==> config.mk <==
export PLATFORM = sky130hd
export DESIGN_NAME = lup_decomposition_unit
export DESIGN_NICKNAME = d
export VERILOG_FILES = /design/src/rtl/lup_pkg.sv /design/src/rtl/lup_div.sv /design/src/rtl/lup_dp.sv /design/src/rtl/lup_ctrl.sv /design/src/rtl/lup_decomposition_unit.sv
export VERILOG_INCLUDE_DIRS = /design/src /design/src/rtl
export SDC_FILE = /design/constraint.sdc
export NUM_CORES = 2
export LEC_CHECK = 0
export BUFFER_PORTS_ARGS = -buffer_cell sky130_fd_sc_hd__buf_2
export CAP_MARGIN = 5
export CELL_PAD_IN_SITES_DETAIL_PLACEMENT = 0
export CELL_PAD_IN_SITES_GLOBAL_PLACEMENT = 1
export CORE_ASPECT_RATIO = 2
export CORE_UTILIZATION = 25
export CTS_CLUSTER_SIZE = 40
export DETAILED_ROUTE_END_ITERATION = 8
export PLACE_DENSITY_LB_ADDON = 0.1
export SYNTH_ARGS = -nofsm -noshare
export SYNTH_HDL_FRONTEND = slang
export SYNTH_HIERARCHICAL = 1
export SYNTH_SLANG_ARGS = --single-unit
==> constraint.sdc <==
create_clock -name clk -period 11.4 [get_ports clk]
set_clock_uncertainty 0.15 [all_clocks]
set_input_delay 1.71 -clock clk [delete_from_list [all_inputs] [get_ports clk]]
set_output_delay 1.71 -clock clk [all_outputs]
set_load 0.01 [all_outputs]
==> src/rtl/lup_decomposition_unit_defines.svh <==
// Assertion macros for the LU decomposition unit.
// Used by the top level only; expects signals clk and rst_n in scope.
`ifndef LUP_DECOMPOSITION_UNIT_DEFINES_SVH
`define LUP_DECOMPOSITION_UNIT_DEFINES_SVH

// Same-cycle implication, disabled during reset.
`define LUP_ASSERT_IMP(lbl, ante, cons, msg) \
  lbl: assert property (@(posedge clk) disable iff (!rst_n) (ante) |-> (cons)) \
    else $error(msg);

// Next-cycle implication, disabled during reset.
`define LUP_ASSERT_NXT(lbl, ante, cons, msg) \
  lbl: assert property (@(posedge clk) disable iff (!rst_n) (ante) |=> (cons)) \
    else $error(msg);

`endif

==> src/rtl/lup_pkg.sv <==
// Shared types and constants of the LU decomposition unit.
// No dependencies; imported by every RTL module and the testbench.
`default_nettype none

package lup_pkg;

  // Widest store address and row index over the supported matrix sizes.
  localparam int ADDR_MAX_W = 6;
  localparam int IDX_MAX_W  = 3;

  // Configuration register indexes.
  localparam logic CFG_IDX_MATRIX_SIZE = 1'b0;
  localparam logic CFG_IDX_THRESHOLD   = 1'b1;

  localparam logic signed [31:0] FIX_MAX = 32'sh7FFF_FFFF;
  localparam logic signed [31:0] FIX_MIN = 32'sh8000_0000;

  // Source of the data written into the matrix store.
  typedef enum logic [2:0] {
    WSEL_IN,
    WSEL_RD,
    WSEL_TMP,
    WSEL_DIV,
    WSEL_UPD
  } wsel_t;

  // Commands from the controller to the datapath.
  typedef struct packed {
    logic                  rd_en;
    logic [ADDR_MAX_W-1:0] rd_addr;
    logic                  wr_en;
    logic [ADDR_MAX_W-1:0] wr_addr;
    wsel_t                 wsel;
    logic                  tmp_ld;
    logic                  pv_ld;
    logic                  div_start;
    logic                  l_ld;
    logic                  u_ld;
    logic                  mul;
    logic                  trunc_ld;
    logic                  best_clr;
    logic                  best_upd;
    logic                  perm_init;
    logic [IDX_MAX_W-1:0]  perm_idx;
    logic                  ptmp_ld;
    logic                  pq_ld;
    logic                  perm_wr;
    logic                  perm_sel_pq;
    logic                  out_ld;
    logic                  out_sing;
    logic                  out_last;
    logic [IDX_MAX_W-1:0]  out_row;
    logic [IDX_MAX_W-1:0]  out_col;
  } cmd_t;

  // Status from the datapath to the controller.
  typedef struct packed {
    logic mag_gt;
    logic below;
    logic div_done;
  } status_t;

  // Saturate a wide signed difference to 32 bits.
  function automatic logic signed [31:0] sat32(logic signed [64:0] v);
    logic signed [31:0] r;
    if (v > 65'(FIX_MAX)) begin
      r = FIX_MAX;
    end else if (v < 65'(FIX_MIN)) begin
      r = FIX_MIN;
    end else begin
      r = v[31:0];
    end
    return r;
  endfunction

  // Magnitude of a signed 32-bit value; the most negative value maps to 2^31.
  function automatic logic [31:0] mag32(logic signed [31:0] v);
    return v[31] ? (~v + 32'd1) : v;
  endfunction

endpackage

`default_nettype wire

==> src/rtl/lup_div.sv <==
// Bit-serial signed fixed-point divider: (num << FRAC_BITS) / den, truncated
// toward zero and saturated to 32 bits. Depends on lup_pkg.
`default_nettype none

module lup_div #(
  parameter int FRAC_BITS = 16
) (
  input  wire logic               clk,
  input  wire logic               rst_n,
  input  wire logic               start,
  input  wire logic signed [31:0] num,
  input  wire logic signed [31:0] den,
  output logic                    done,
  output logic signed [31:0]      quo
);
  import lup_pkg::*;

  localparam int DW   = 32 + FRAC_BITS;
  localparam int CNTW = $clog2(DW + 1);

  logic            busy_r;
  logic            fin_r;
  logic            done_r;
  logic [CNTW-1:0] cnt_r;
  logic [DW-1:0]   dvd_r;
  logic [31:0]     rem_r;
  logic [31:0]     dmag_r;
  logic            neg_r;
  logic signed [31:0] quo_r;

  logic [32:0] rem_sh;
  logic [32:0] rem_sub;
  logic        ge;

  // One quotient bit per cycle by restoring division on magnitudes.
  always_comb begin
    rem_sh  = {rem_r, dvd_r[DW-1]};
    rem_sub = rem_sh - {1'b0, dmag_r};
    ge      = (rem_sh >= {1'b0, dmag_r});
  end

  // Control state.
  always_ff @(posedge clk) begin
    if (!rst_n) begin
      busy_r <= 1'b0;
      fin_r  <= 1'b0;
      done_r <= 1'b0;
      cnt_r  <= '0;
    end else begin
      done_r <= 1'b0;
      if (start) begin
        if (den == 32'sd0) begin
          done_r <= 1'b1;
        end else begin
          busy_r <= 1'b1;
          cnt_r  <= CNTW'(DW);
        end
      end else if (busy_r) begin
        cnt_r <= cnt_r - CNTW'(1);
        if (cnt_r == CNTW'(1)) begin
          busy_r <= 1'b0;
          fin_r  <= 1'b1;
        end
      end else if (fin_r) begin
        fin_r  <= 1'b0;
        done_r <= 1'b1;
      end
    end
  end

  // Operand, remainder and quotient registers.
  always_ff @(posedge clk) begin
    if (start) begin
      if (den == 32'sd0) begin
        if (num > 32'sd0) begin
          quo_r <= FIX_MAX;
        end else if (num < 32'sd0) begin
          quo_r <= FIX_MIN;
        end else begin
          quo_r <= 32'sd0;
        end
      end
      dvd_r  <= {mag32(num), FRAC_BITS'(0)};
      rem_r  <= '0;
      dmag_r <= mag32(den);
      neg_r  <= num[31] ^ den[31];
    end else if (busy_r) begin
      rem_r <= ge ? rem_sub[31:0] : rem_sh[31:0];
      dvd_r <= {dvd_r[DW-2:0], ge};
    end else if (fin_r) begin
      // Apply the sign and saturate the quotient magnitude.
      if (neg_r) begin
        if (dvd_r > DW'(33'h0_8000_0000)) begin
          quo_r <= FIX_MIN;
        end else begin
          quo_r <= ~dvd_r[31:0] + 32'd1;
        end
      end else begin
        if (dvd_r > DW'(33'h0_7FFF_FFFF)) begin
          quo_r <= FIX_MAX;
        end else begin
          quo_r <= dvd_r[31:0];
        end
      end
    end
  end

  assign done = done_r;
  assign quo  = quo_r;

endmodule

`default_nettype wire

==> src/rtl/lup_dp.sv <==
// Datapath of the LU decomposition unit: matrix store, permutation, pivot
// search, divider, multiply-subtract and result registers. Depends on lup_pkg, lup_div.
`default_nettype none

module lup_dp #(
  parameter int MATRIX_DIM = 4,
  parameter int FRAC_BITS  = 16
) (
  input  wire logic               clk,
  input  wire logic               rst_n,
  input  wire lup_pkg::cmd_t      cmd,
  input  wire logic signed [31:0] in_element_value,
  input  wire logic [30:0]        threshold,
  output lup_pkg::status_t        status,
  output logic                    out_valid,
  output logic signed [31:0]      out_lu_value,
  output logic [1:0]              out_row_index,
  output logic [1:0]              out_col_index,
  output logic [1:0]              out_source_row,
  output logic                    out_singular,
  output logic                    out_last
);
  import lup_pkg::*;

  localparam int DEPTH = MATRIX_DIM * MATRIX_DIM;
  localparam int AW    = $clog2(DEPTH);
  localparam int IW    = $clog2(MATRIX_DIM);
  localparam logic signed [63:0] BIAS = (64'sd1 <<< FRAC_BITS) - 64'sd1;

  logic signed [31:0] mem [DEPTH];
  logic signed [31:0] rdata_r;
  logic signed [31:0] tmp_r;
  logic signed [31:0] piv_val_r;
  logic signed [31:0] l_r;
  logic signed [31:0] u_r;
  logic signed [31:0] a_r;
  logic signed [63:0] prod_r;
  logic signed [63:0] trunc_r;
  logic [31:0]        best_r;
  logic [IW-1:0]      perm_r [MATRIX_DIM];
  logic [IW-1:0]      ptmp_r;
  logic [IW-1:0]      pq_r;

  logic               out_valid_r;
  logic signed [31:0] out_value_r;
  logic [1:0]         out_row_r;
  logic [1:0]         out_col_r;
  logic [1:0]         out_src_r;
  logic               out_sing_r;
  logic               out_last_r;

  logic signed [31:0] wdata;
  logic signed [31:0] div_quo;
  logic               div_done;
  logic [31:0]        mag_cur;
  logic signed [63:0] trunc_nxt;
  logic [IW-1:0]      perm_rd;

  // Divider for the L multipliers.
  lup_div #(
    .FRAC_BITS(FRAC_BITS)
  ) u_div (
    .clk   (clk),
    .rst_n (rst_n),
    .start (cmd.div_start),
    .num   (rdata_r),
    .den   (piv_val_r),
    .done  (div_done),
    .quo   (div_quo)
  );

  // Store write data selection.
  always_comb begin
    case (cmd.wsel)
      WSEL_IN:  wdata = in_element_value;
      WSEL_RD:  wdata = rdata_r;
      WSEL_TMP: wdata = tmp_r;
      WSEL_DIV: wdata = div_quo;
      WSEL_UPD: wdata = sat32(65'(a_r) - 65'(trunc_r));
      default:  wdata = rdata_r;
    endcase
  end

  // Product scaled down by 2^FRAC_BITS, truncated toward zero.
  always_comb begin
    if (prod_r[63]) begin
      trunc_nxt = (prod_r + BIAS) >>> FRAC_BITS;
    end else begin
      trunc_nxt = prod_r >>> FRAC_BITS;
    end
  end

  assign mag_cur = mag32(rdata_r);
  assign perm_rd = perm_r[cmd.perm_idx[IW-1:0]];

  // Matrix store with one write and one registered read port.
  always_ff @(posedge clk) begin
    if (cmd.wr_en) begin
      mem[cmd.wr_addr[AW-1:0]] <= wdata;
    end
    if (cmd.rd_en) begin
      rdata_r <= mem[cmd.rd_addr[AW-1:0]];
    end
  end

  // Working registers of the elimination.
  always_ff @(posedge clk) begin
    if (cmd.tmp_ld) begin
      tmp_r <= rdata_r;
    end
    if (cmd.pv_ld) begin
      piv_val_r <= rdata_r;
    end
    if (cmd.l_ld) begin
      l_r <= div_quo;
    end
    if (cmd.u_ld) begin
      u_r <= rdata_r;
    end
    if (cmd.mul) begin
      a_r    <= rdata_r;
      prod_r <= l_r * u_r;
    end
    if (cmd.trunc_ld) begin
      trunc_r <= trunc_nxt;
    end
    if (cmd.best_clr) begin
      best_r <= '0;
    end else if (cmd.best_upd && status.mag_gt) begin
      best_r <= mag_cur;
    end
  end

  // Row permutation, swapped one entry per cycle.
  always_ff @(posedge clk) begin
    if (cmd.perm_init) begin
      for (int p = 0; p < MATRIX_DIM; p++) begin
        perm_r[p] <= IW'(p);
      end
    end else if (cmd.perm_wr) begin
      perm_r[cmd.perm_idx[IW-1:0]] <= cmd.perm_sel_pq ? pq_r : ptmp_r;
    end
    if (cmd.ptmp_ld) begin
      ptmp_r <= perm_rd;
    end
    if (cmd.pq_ld) begin
      pq_r <= perm_rd;
    end
  end

  // Result registers; the strobe is control state.
  always_ff @(posedge clk) begin
    if (!rst_n) begin
      out_valid_r <= 1'b0;
    end else begin
      out_valid_r <= cmd.out_ld;
    end
  end

  always_ff @(posedge clk) begin
    if (cmd.out_ld) begin
      out_row_r  <= 2'(cmd.out_row);
      out_col_r  <= 2'(cmd.out_col);
      out_sing_r <= cmd.out_sing;
      out_last_r <= cmd.out_last;
      if (cmd.out_sing) begin
        out_value_r <= 32'sd0;
        out_src_r   <= 2'd0;
      end else begin
        out_value_r <= rdata_r;
        out_src_r   <= 2'(perm_rd);
      end
    end
  end

  always_comb begin
    status.mag_gt   = (mag_cur > best_r);
    status.below    = (best_r < {1'b0, threshold});
    status.div_done = div_done;
  end

  assign out_valid      = out_valid_r;
  assign out_lu_value   = out_value_r;
  assign out_row_index  = out_row_r;
  assign out_col_index  = out_col_r;
  assign out_source_row = out_src_r;
  assign out_singular   = out_sing_r;
  assign out_last       = out_last_r;

endmodule

`default_nettype wire

==> src/rtl/lup_ctrl.sv <==
// Sequencer of the LU decomposition unit: loading, pivot search, row swap,
// elimination and result readout. Depends on lup_pkg.
`default_nettype none

module lup_ctrl #(
  parameter int MATRIX_DIM = 4
) (
  input  wire logic                             clk,
  input  wire logic                             rst_n,
  input  wire logic                             start,
  input  wire logic [$clog2(MATRIX_DIM+1)-1:0]  dim,
  input  wire lup_pkg::status_t                 status,
  output logic                                  busy,
  output lup_pkg::cmd_t                         cmd
);
  import lup_pkg::*;

  localparam int NW = $clog2(MATRIX_DIM + 1);
  localparam int IW = $clog2(MATRIX_DIM);
  localparam int AW = $clog2(MATRIX_DIM * MATRIX_DIM);
  localparam int CW = $clog2(MATRIX_DIM * MATRIX_DIM + 1);

  typedef enum logic [4:0] {
    ST_IDLE, ST_PV_START, ST_PV_RD, ST_PV_CMP, ST_PV_CHK,
    ST_PM0, ST_PM1, ST_PM2, ST_PM3,
    ST_SW0, ST_SW1, ST_SW2, ST_SW3,
    ST_EL_PV, ST_EL_PV2, ST_EL_RD, ST_EL_DIV, ST_EL_WAIT,
    ST_K0, ST_K1, ST_K2, ST_K3, ST_K4,
    ST_NEXT, ST_OUT_RD, ST_OUT_LD, ST_SING
  } state_t;

  state_t        state_r, state_nxt;
  logic [IW-1:0] i_r, i_nxt;
  logic [IW-1:0] j_r, j_nxt;
  logic [IW-1:0] k_r, k_nxt;
  logic [IW-1:0] piv_r, piv_nxt;
  logic [CW-1:0] load_cnt_r, load_cnt_nxt;
  logic          busy_r;

  logic [CW-1:0] total;
  logic [CW-1:0] pos;
  logic [CW-1:0] pos_inc;
  logic [IW-1:0] nm1;

  // Flat store address of an element, as r*n+c.
  function automatic logic [ADDR_MAX_W-1:0] addr_of(logic [IW-1:0] row,
                                                    logic [IW-1:0] col,
                                                    logic [NW-1:0] n);
    logic [AW-1:0] a;
    a = AW'(AW'(row) * AW'(n) + AW'(col));
    return ADDR_MAX_W'(a);
  endfunction

  assign total   = CW'(dim) * CW'(dim);
  assign pos     = (load_cnt_r >= total) ? '0 : load_cnt_r;
  assign pos_inc = pos + CW'(1);
  assign nm1     = IW'(dim - NW'(1));

  // Next state and commands.
  always_comb begin
    state_nxt    = state_r;
    i_nxt        = i_r;
    j_nxt        = j_r;
    k_nxt        = k_r;
    piv_nxt      = piv_r;
    load_cnt_nxt = load_cnt_r;
    cmd          = '0;
    cmd.wsel     = WSEL_RD;

    case (state_r)
      ST_IDLE: begin
        if (start) begin
          cmd.wr_en   = 1'b1;
          cmd.wr_addr = ADDR_MAX_W'(pos[AW-1:0]);
          cmd.wsel    = WSEL_IN;
          if (pos_inc == total) begin
            load_cnt_nxt  = '0;
            cmd.perm_init = 1'b1;
            i_nxt         = '0;
            state_nxt     = ST_PV_START;
          end else begin
            load_cnt_nxt = pos_inc;
          end
        end
      end

      // Pivot search down column i.
      ST_PV_START: begin
        cmd.best_clr = 1'b1;
        k_nxt        = i_r;
        piv_nxt      = i_r;
        state_nxt    = ST_PV_RD;
      end
      ST_PV_RD: begin
        cmd.rd_en   = 1'b1;
        cmd.rd_addr = addr_of(k_r, i_r, dim);
        state_nxt   = ST_PV_CMP;
      end
      ST_PV_CMP: begin
        cmd.best_upd = 1'b1;
        if (status.mag_gt) begin
          piv_nxt = k_r;
        end
        if (k_r == nm1) begin
          state_nxt = ST_PV_CHK;
        end else begin
          k_nxt     = k_r + IW'(1);
          state_nxt = ST_PV_RD;
        end
      end
      ST_PV_CHK: begin
        if (status.below) begin
          state_nxt = ST_SING;
        end else if (piv_r != i_r) begin
          state_nxt = ST_PM0;
        end else begin
          state_nxt = ST_EL_PV;
        end
      end

      // Swap permutation entries i and piv.
      ST_PM0: begin
        cmd.perm_idx = IDX_MAX_W'(i_r);
        cmd.ptmp_ld  = 1'b1;
        state_nxt    = ST_PM1;
      end
      ST_PM1: begin
        cmd.perm_idx = IDX_MAX_W'(piv_r);
        cmd.pq_ld    = 1'b1;
        state_nxt    = ST_PM2;
      end
      ST_PM2: begin
        cmd.perm_idx    = IDX_MAX_W'(i_r);
        cmd.perm_wr     = 1'b1;
        cmd.perm_sel_pq = 1'b1;
        state_nxt       = ST_PM3;
      end
      ST_PM3: begin
        cmd.perm_idx = IDX_MAX_W'(piv_r);
        cmd.perm_wr  = 1'b1;
        j_nxt        = '0;
        state_nxt    = ST_SW0;
      end

      // Swap rows i and piv, one element per pass through ST_SW0 to ST_SW3.
      ST_SW0: begin
        cmd.rd_en   = 1'b1;
        cmd.rd_addr = addr_of(i_r, j_r, dim);
        state_nxt   = ST_SW1;
      end
      ST_SW1: begin
        cmd.tmp_ld  = 1'b1;
        cmd.rd_en   = 1'b1;
        cmd.rd_addr = addr_of(piv_r, j_r, dim);
        state_nxt   = ST_SW2;
      end
      ST_SW2: begin
        cmd.wr_en   = 1'b1;
        cmd.wr_addr = addr_of(i_r, j_r, dim);
        cmd.wsel    = WSEL_RD;
        state_nxt   = ST_SW3;
      end
      ST_SW3: begin
        cmd.wr_en   = 1'b1;
        cmd.wr_addr = addr_of(piv_r, j_r, dim);
        cmd.wsel    = WSEL_TMP;
        if (j_r == nm1) begin
          state_nxt = ST_EL_PV;
        end else begin
          j_nxt     = j_r + IW'(1);
          state_nxt = ST_SW0;
        end
      end

      // Fetch the pivot value.
      ST_EL_PV: begin
        cmd.rd_en   = 1'b1;
        cmd.rd_addr = addr_of(i_r, i_r, dim);
        state_nxt   = ST_EL_PV2;
      end
      ST_EL_PV2: begin
        cmd.pv_ld = 1'b1;
        if (i_r == nm1) begin
          state_nxt = ST_NEXT;
        end else begin
          j_nxt     = i_r + IW'(1);
          state_nxt = ST_EL_RD;
        end
      end

      // Multiplier for row j.
      ST_EL_RD: begin
        cmd.rd_en   = 1'b1;
        cmd.rd_addr = addr_of(j_r, i_r, dim);
        state_nxt   = ST_EL_DIV;
      end
      ST_EL_DIV: begin
        cmd.div_start = 1'b1;
        state_nxt     = ST_EL_WAIT;
      end
      ST_EL_WAIT: begin
        if (status.div_done) begin
          cmd.wr_en   = 1'b1;
          cmd.wr_addr = addr_of(j_r, i_r, dim);
          cmd.wsel    = WSEL_DIV;
          cmd.l_ld    = 1'b1;
          k_nxt       = i_r + IW'(1);
          state_nxt   = ST_K0;
        end
      end

      // Update element (j, k) of the trailing block.
      ST_K0: begin
        cmd.rd_en   = 1'b1;
        cmd.rd_addr = addr_of(i_r, k_r, dim);
        state_nxt   = ST_K1;
      end
      ST_K1: begin
        cmd.u_ld    = 1'b1;
        cmd.rd_en   = 1'b1;
        cmd.rd_addr = addr_of(j_r, k_r, dim);
        state_nxt   = ST_K2;
      end
      ST_K2: begin
        cmd.mul   = 1'b1;
        state_nxt = ST_K3;
      end
      ST_K3: begin
        cmd.trunc_ld = 1'b1;
        state_nxt    = ST_K4;
      end
      ST_K4: begin
        cmd.wr_en   = 1'b1;
        cmd.wr_addr = addr_of(j_r, k_r, dim);
        cmd.wsel    = WSEL_UPD;
        if (k_r == nm1) begin
          if (j_r == nm1) begin
            state_nxt = ST_NEXT;
          end else begin
            j_nxt     = j_r + IW'(1);
            state_nxt = ST_EL_RD;
          end
        end else begin
          k_nxt     = k_r + IW'(1);
          state_nxt = ST_K0;
        end
      end

      ST_NEXT: begin
        if (i_r == nm1) begin
          j_nxt     = '0;
          k_nxt     = '0;
          state_nxt = ST_OUT_RD;
        end else begin
          i_nxt     = i_r + IW'(1);
          state_nxt = ST_PV_START;
        end
      end

      // Read out the combined matrix, row j, column k.
      ST_OUT_RD: begin
        cmd.rd_en    = 1'b1;
        cmd.rd_addr  = addr_of(j_r, k_r, dim);
        cmd.perm_idx = IDX_MAX_W'(j_r);
        state_nxt    = ST_OUT_LD;
      end
      ST_OUT_LD: begin
        cmd.perm_idx = IDX_MAX_W'(j_r);
        cmd.out_ld   = 1'b1;
        cmd.out_row  = IDX_MAX_W'(j_r);
        cmd.out_col  = IDX_MAX_W'(k_r);
        cmd.out_last = (j_r == nm1) && (k_r == nm1);
        if (k_r == nm1) begin
          k_nxt = '0;
          if (j_r == nm1) begin
            state_nxt = ST_IDLE;
          end else begin
            j_nxt     = j_r + IW'(1);
            state_nxt = ST_OUT_RD;
          end
        end else begin
          k_nxt     = k_r + IW'(1);
          state_nxt = ST_OUT_RD;
        end
      end

      ST_SING: begin
        cmd.out_ld   = 1'b1;
        cmd.out_sing = 1'b1;
        cmd.out_last = 1'b1;
        cmd.out_row  = IDX_MAX_W'(i_r);
        cmd.out_col  = IDX_MAX_W'(i_r);
        state_nxt    = ST_IDLE;
      end

      default: begin
        state_nxt = ST_IDLE;
      end
    endcase
  end

  // State, counters and the registered busy flag.
  always_ff @(posedge clk) begin
    if (!rst_n) begin
      state_r    <= ST_IDLE;
      load_cnt_r <= '0;
      busy_r     <= 1'b0;
      i_r        <= '0;
      j_r        <= '0;
      k_r        <= '0;
      piv_r      <= '0;
    end else begin
      state_r    <= state_nxt;
      load_cnt_r <= load_cnt_nxt;
      busy_r     <= (state_nxt != ST_IDLE);
      i_r        <= i_nxt;
      j_r        <= j_nxt;
      k_r        <= k_nxt;
      piv_r      <= piv_nxt;
    end
  end

  assign busy = busy_r;

endmodule

`default_nettype wire

==> src/rtl/lup_decomposition_unit.sv <==
// LU decomposition with partial pivoting of an n x n Q16.16 matrix.
// Elements load one per cycle while busy is low; after the last element the
// unit stays busy through the factoring and readout, set mostly by the
// bit-serial divider (one run per multiplier) and the registered store read
// (each readout result is read, then loaded). Results leave one at a time.
// Synchronous active-low reset restores n=4, threshold 1.
`default_nettype none

module lup_decomposition_unit #(
  parameter int MATRIX_DIM = 4,
  parameter int FRAC_BITS  = 16
) (
  input  wire logic               clk,
  input  wire logic               rst_n,
  input  wire logic               start,
  output logic                    busy,
  input  wire logic signed [31:0] in_element_value,
  input  wire logic               cfg_we,
  input  wire logic               cfg_index,
  input  wire logic [30:0]        cfg_wdata,
  output logic                    out_valid,
  output logic signed [31:0]      out_lu_value,
  output logic [1:0]              out_row_index,
  output logic [1:0]              out_col_index,
  output logic [1:0]              out_source_row,
  output logic                    out_singular,
  output logic                    out_last
);
  import lup_pkg::*;
  `include "lup_decomposition_unit_defines.svh"

  localparam int NW = $clog2(MATRIX_DIM + 1);

  logic [2:0]    size_r;
  logic [30:0]   thr_r;
  logic [NW-1:0] dim;
  cmd_t          cmd;
  status_t       status;

  // Configuration registers.
  always_ff @(posedge clk) begin
    if (!rst_n) begin
      size_r <= 3'd4;
      thr_r  <= 31'd1;
    end else if (cfg_we) begin
      case (cfg_index)
        CFG_IDX_MATRIX_SIZE: size_r <= cfg_wdata[2:0];
        CFG_IDX_THRESHOLD:   thr_r  <= cfg_wdata;
        default:             size_r <= size_r;
      endcase
    end
  end

  // Dimension in use: zero acts as one, larger sizes clamp to the built size.
  always_comb begin
    if (size_r == 3'd0) begin
      dim = NW'(1);
    end else if (32'(size_r) > MATRIX_DIM) begin
      dim = NW'(MATRIX_DIM);
    end else begin
      dim = NW'(size_r);
    end
  end

  lup_ctrl #(
    .MATRIX_DIM(MATRIX_DIM)
  ) u_ctrl (
    .clk    (clk),
    .rst_n  (rst_n),
    .start  (start),
    .dim    (dim),
    .status (status),
    .busy   (busy),
    .cmd    (cmd)
  );

  lup_dp #(
    .MATRIX_DIM(MATRIX_DIM),
    .FRAC_BITS (FRAC_BITS)
  ) u_dp (
    .clk              (clk),
    .rst_n            (rst_n),
    .cmd              (cmd),
    .in_element_value (in_element_value),
    .threshold        (thr_r),
    .status           (status),
    .out_valid        (out_valid),
    .out_lu_value     (out_lu_value),
    .out_row_index    (out_row_index),
    .out_col_index    (out_col_index),
    .out_source_row   (out_source_row),
    .out_singular     (out_singular),
    .out_last         (out_last)
  );

  // Checks on the sequencing.
  `LUP_ASSERT_NXT(a_out_follows_load, cmd.out_ld, out_valid, "result load without strobe")
  `LUP_ASSERT_IMP(a_mid_result_busy, out_valid && !out_last, busy, "idle before last result")
  `LUP_ASSERT_IMP(a_div_done_busy, status.div_done, busy, "divider done while idle")

endmodule

`default_nettype wire

Word level (Yosys, flattened, before mapping)

Memories as Yosys holds them, arrays and structs flattened. A register that Yosys moved wholly into a read port is not among the register bits.
Cells that the tools add are included.

Bits in registers: 556
Latch bits: 0
Memories: 2
ROM bits: 0
Output and inout port bits: 42
RAM bits: 520

Memory list:

| name        | words | bits a word | rd ports | clocked after memory_dff | write ports | line         | text |
|---|---|---|---|---|---|---|---|
| u_dp.mem    | 16    | 32          | 1        | 1                        | 1           | lup_dp.sv:30 | `logic signed [31:0] mem [DEPTH];` |
| u_dp.perm_r | 4     | 2           | 1        | 0                        | 4           | lup_dp.sv:40 | `logic [IW-1:0] perm_r [MATRIX_DIM];` |

Multiply operators: 6
Muxes and demuxes: 99
$lt $le $gt $ge: 11
Div/mod/pow operators: 0
Bitwise gates (word level): 6
Shift-type cells: 0
Equal/unequal tests: 48
$add $sub $neg: 19
Reductions and logical operators: 32

Operators by type and width:

| kind                   | number |
|---|---|
| $mux 32                | 13 |
| $pmux 5 s26            | 1 |
| $pmux 32 s4            | 1 |
| $add 32x1->32 const B  | 3 |
| $mux 48                | 2 |
| $not 32->32            | 3 |
| $gt 65x32->1 const B   | 1 |
| $lt 65x32->1 const B   | 1 |
| $add 64x17->64 const B | 1 |
| $mul 32x32->64         | 1 |
| $mux 5                 | 12 |
| $eq 5x5->1 const B     | 11 |
| $pmux 10 s5            | 1 |
| $pmux 7 s7             | 1 |
| $sub 32x48->49         | 1 |
| $gt 48x31->1 const B   | 1 |
| $gt 48x32->1 const B   | 1 |
| $mux 47                | 1 |
| $eq 5x4->1 const B     | 8 |
| $mux 1                 | 37 |
| $ge 33x32->1           | 1 |
| $gt 32x1->1 const B    | 1 |
| $gt 32x32->1           | 1 |
| $logic_not 32->1       | 1 |
| 44 further kinds       | 116 |

Logic depth before layout (Yosys ltp)

Depth after elaboration: 15
Gate-level depth with buffers: 30
Depth with buffers taken out: 29

Cells and area by module

The synthesis kept the hierarchy.

Modules (own cells, without submodules):

| module                 | times used | cells each | seq. area each (µm²) | area an instance (µm²) |
|---|---|---|---|---|
| lup_dp                 | 1          | 6268       | 26725.6              | 75137.1 |
| lup_div                | 1          | 1085       | 4053.9               | 9776.9 |
| lup_ctrl               | 1          | 470        | 380.4                | 3296.9 |
| lup_decomposition_unit | 1          | 157        | 680.7                | 1360.1 |

Least setup slack after synthesis

OpenSTA, ideal clock, no wires.

Path kind: reg-to-reg
Start: reg u_ctrl.state_r[1]
End: reg u_dp.a_r[0], enable pin
Arrival time: 7.416 ns
Slack: 3.165 ns
Data required time: 10.582 ns
Setup time: 0.668 ns
Stages on the path, launching flop included: 5
Cell sequence: dfxtp_1 buf_4 clkbuf_1 buf_1 nor3_1

RTL lines:

| item                   | line            | text |
|---|---|---|
| from (decl)            | lup_ctrl.sv:32  | `state_t state_r, state_nxt;` |
| from (signal assigned) | lup_ctrl.sv:313 | `state_r <= state_nxt;` |
| to (signal assigned)   | lup_dp.sv:121   | `a_r <= rdata_r;` |
| to (decl)              | lup_dp.sv:36    | `logic signed [31:0] a_r;` |

Worst setup path after layout

Start: reg u_dp.l_r[31]
End: reg u_dp.prod_r[63], data pin

Cells in the longest elaborated chain, start to end: 1

RTL lines:

| item                   | line          | text |
|---|---|---|
| from (decl)            | lup_dp.sv:34  | `logic signed [31:0] l_r;` |
| from (signal assigned) | lup_dp.sv:115 | `l_r <= div_quo;` |
| $mul 32x32->64         | lup_dp.sv:122 | `prod_r <= l_r * u_r;` |
| to (signal assigned)   | lup_dp.sv:122 |  |
| to (decl)              | lup_dp.sv:37  | `logic signed [63:0] prod_r;` |

No other way between the ends.
A chain may end at the register's enable or synchronous reset.

==> reports/metrics.cfg <==
[detailed_routing]
wl_per_cell_um = 28.32
drtIter0Drc = 3412
vias_per_cell = 4.733
detail-route-antenna-nets = 0
first_pass_iters = 5
drt-total-wl_um = 363300
drcViolationCount = 0
vias = 60720

[setup_path]
regToRegStartpoint = u_dp/l_r[31]
worst-path-max-fanout = 27
max_stage_delay_ns = 1.06
critPathLaunchType = register
critPathCaptureType = register
cp.arrival_ns = 9.85
reg2reg_slack_ns = 1.92
cp.required_ns = 11.77
crit_path_frequent_cell = fa_1
cp_slowest_cell = fa_1
reg2reg_depth = 23
r2r-end = u_dp/prod_r[63]
crit_type = register to register
path_cells = buf_4, nand2_1, inv_1, fa_1, fa_1, fa_1, fa_1, inv_1, fa_1, inv_1, fa_1, inv_1, fa_1, inv_1, fa_1, ha_1, and4_1, and2_1, nand4_1, o21ai_0, o21ai_1, o311ai_0, o211ai_1

[floorplan]
ioPinCount = 110
die_w_um = 425.1
start_util_pct = 25.11
rows = 310
core_um2 = 356500
die_h_um = 848.2
die_area_um2 = 360600

[synthesis]
netlist_area_um2 = 89510
netlist_instances = 7972
synth_nets = 9493
avgSynthCellArea_um2 = 11.23
yosysWarningCount = 6

[clocking]
post_cts_buffers = 0
cts-root-buf = clkbuf_16
cts_sinks = 1108
cts_made_buffers = 118
cts_tree = built
cts_resized = 0
clk_path_buf_depth = 3
clk_latency_ns = 0.82
h-tree-depth = 3
cts-hold-fix-buffers = 0
cts.reportedPaths.clkPinSlew_ns = 0.07

[timing]
rsz0062_at_grt = no
slew_viol_final = 0
fmax_ghz = 0.1055
layout_min_cycle_time_ns = 9.481
finalCritPeriodShare_pct = 83.17
relSlewSlack_pct = 16.61
setup_viol = 0
tightestPinTransition_ns = 1.251
setup_slack_ns = 1.919
setup_tns_ns = 0
hold_violations = 0

[worst_hold_path]
worstHoldPathCells = 2
worstHoldStart = thr_r[24]
hold_class = register to register
hold_end = thr_r[24]

[placed_design]
dpl.cell_count = 12580
gp_congestion = 0.8446
place_ws_ns = 1.776
placement.io_buffers = 109
dp_hpwl_um = 276500

[grt]
grt_pass1_vias = 68110
grt_max_degree = 65
overflow = 0
grt_usage_pct = 20.28
grt_pass1_wl_um = 514700
antenna_found_initial = 46

[power]
leakagePower_uw = 0.03998
ir_worst_vdd_mv = 0.1225
p_per_area_nw_per_um2 = 89.31

[cells_and_area]
fillers = 37050
area_growth_pct = 12.20
final-instance-count-excl-fill = 12830
final_util_pct = 28.18
drive_above_1_share_pct = 9.711
nets = 9544

[job]
drv_cap = 0

[outcome]
status = complete, no violations

## how the worst max path moves through the flow
stage	end	start
4_1_cts	u_dp/prod_r[63]	u_dp/l_r[31]
6_report	u_dp/prod_r[63]	u_dp/l_r[31]
2_1_floorplan	u_dp/a_r[0]	u_ctrl/state_r[1]
3_5_place_dp	u_dp/prod_r[63]	u_dp/l_r[31]
5_1_grt	u_dp/prod_r[63]	u_dp/l_r[31]
3_3_place_gp	u_dp/prod_r[63]	u_dp/l_r[31]
## power breakdown
part / switching, uW / internal (uW) / total (uW)
sequential: 15.0 / 4430 / 4440
combinational: 223 / 85.8 / 309
clock: 1880 / 2330 / 4220
## cells in the final DEF, fill, tap and decap left out, drive strengths merged, types with 54 or more instances in the layout
master,instances
nand2,832
nor2,298
dfxtp,143
mux2i,95
clkinv,56
xor2,95
a21oi,267
fa,1094
clkbuf,132
nor2b,75
nand4,74
ha,359
nor3,84
nand2b,54
a21o,105
nand3,88
o21ai,265
xnor2,203
edfxtp,965
inv,1221
and2,538
mux4,162
buf,320
## per-stage QoR
stage               power [uW]  instance area [um^2]  hold slack [ns]
detailed placement        4847                 96230           0.2943
global route              9240                100400           0.3197
floorplan                 4678                 89510           0.2761
finish                    8969                100400           0.3041
CTS                       9124                100400           0.3046
global placement          4843                 96210           0.2928
## flip-flops by register name (all words and copies together) (netlist names), 8 cells and up
name               count
thr_r                 31
u_dp/a_r              32
u_dp/best_r           32
u_dp/l_r              32
u_dp/mem             512
u_dp/out_lu_value     32
u_dp/perm_r            8
u_dp/piv_val_r        32
u_dp/prod_r           64
u_dp/rdata_r          32
u_dp/tmp_r            32
u_dp/trunc_r          48
u_dp/u_div/dmag_r     32
u_dp/u_div/dvd_r      48
u_dp/u_div/quo        32
u_dp/u_div/rem_r      32
u_dp/u_r              32
## routing by layer
metal	part of all wire [%]	track usage [%]	vias to the layer above
met5	0.012	0	-
met4	4.2	7.819	6
met3	3.1	1.819	460
met2	58	41.27	1300
met1	35	20.74	32320
li1	-	-	26640
## worst max-delay path: cells and delay by family, from the launching register on
family | cells | cell delay [ns]
AO/OA/AOI/OAI | 4 | 1.32
adder cells (fa/ha/maj) | 9 | 5.46
buffers and inverters | 6 | 1.10
flip-flops | 1 | 0.47
AND/OR/NAND/NOR | 4 | 0.70
## final cells by class
cell class | count | area (um^2) | share of cell area [%]
tap | 4680 | 5856 | 5.830
antenna | 24 | 60.06 | 0.05980
timing repair buffer | 320 | 2195 | 2.185
clock inverter | 90 | 1109 | 1.104
inverter | 1213 | 4553 | 4.533
sequential | 1108 | 31840 | 31.70
multi-input combinational | 5262 | 51780 | 51.56
clock buffer | 132 | 3035 | 3.022
(Power assumes the default switching activity.)
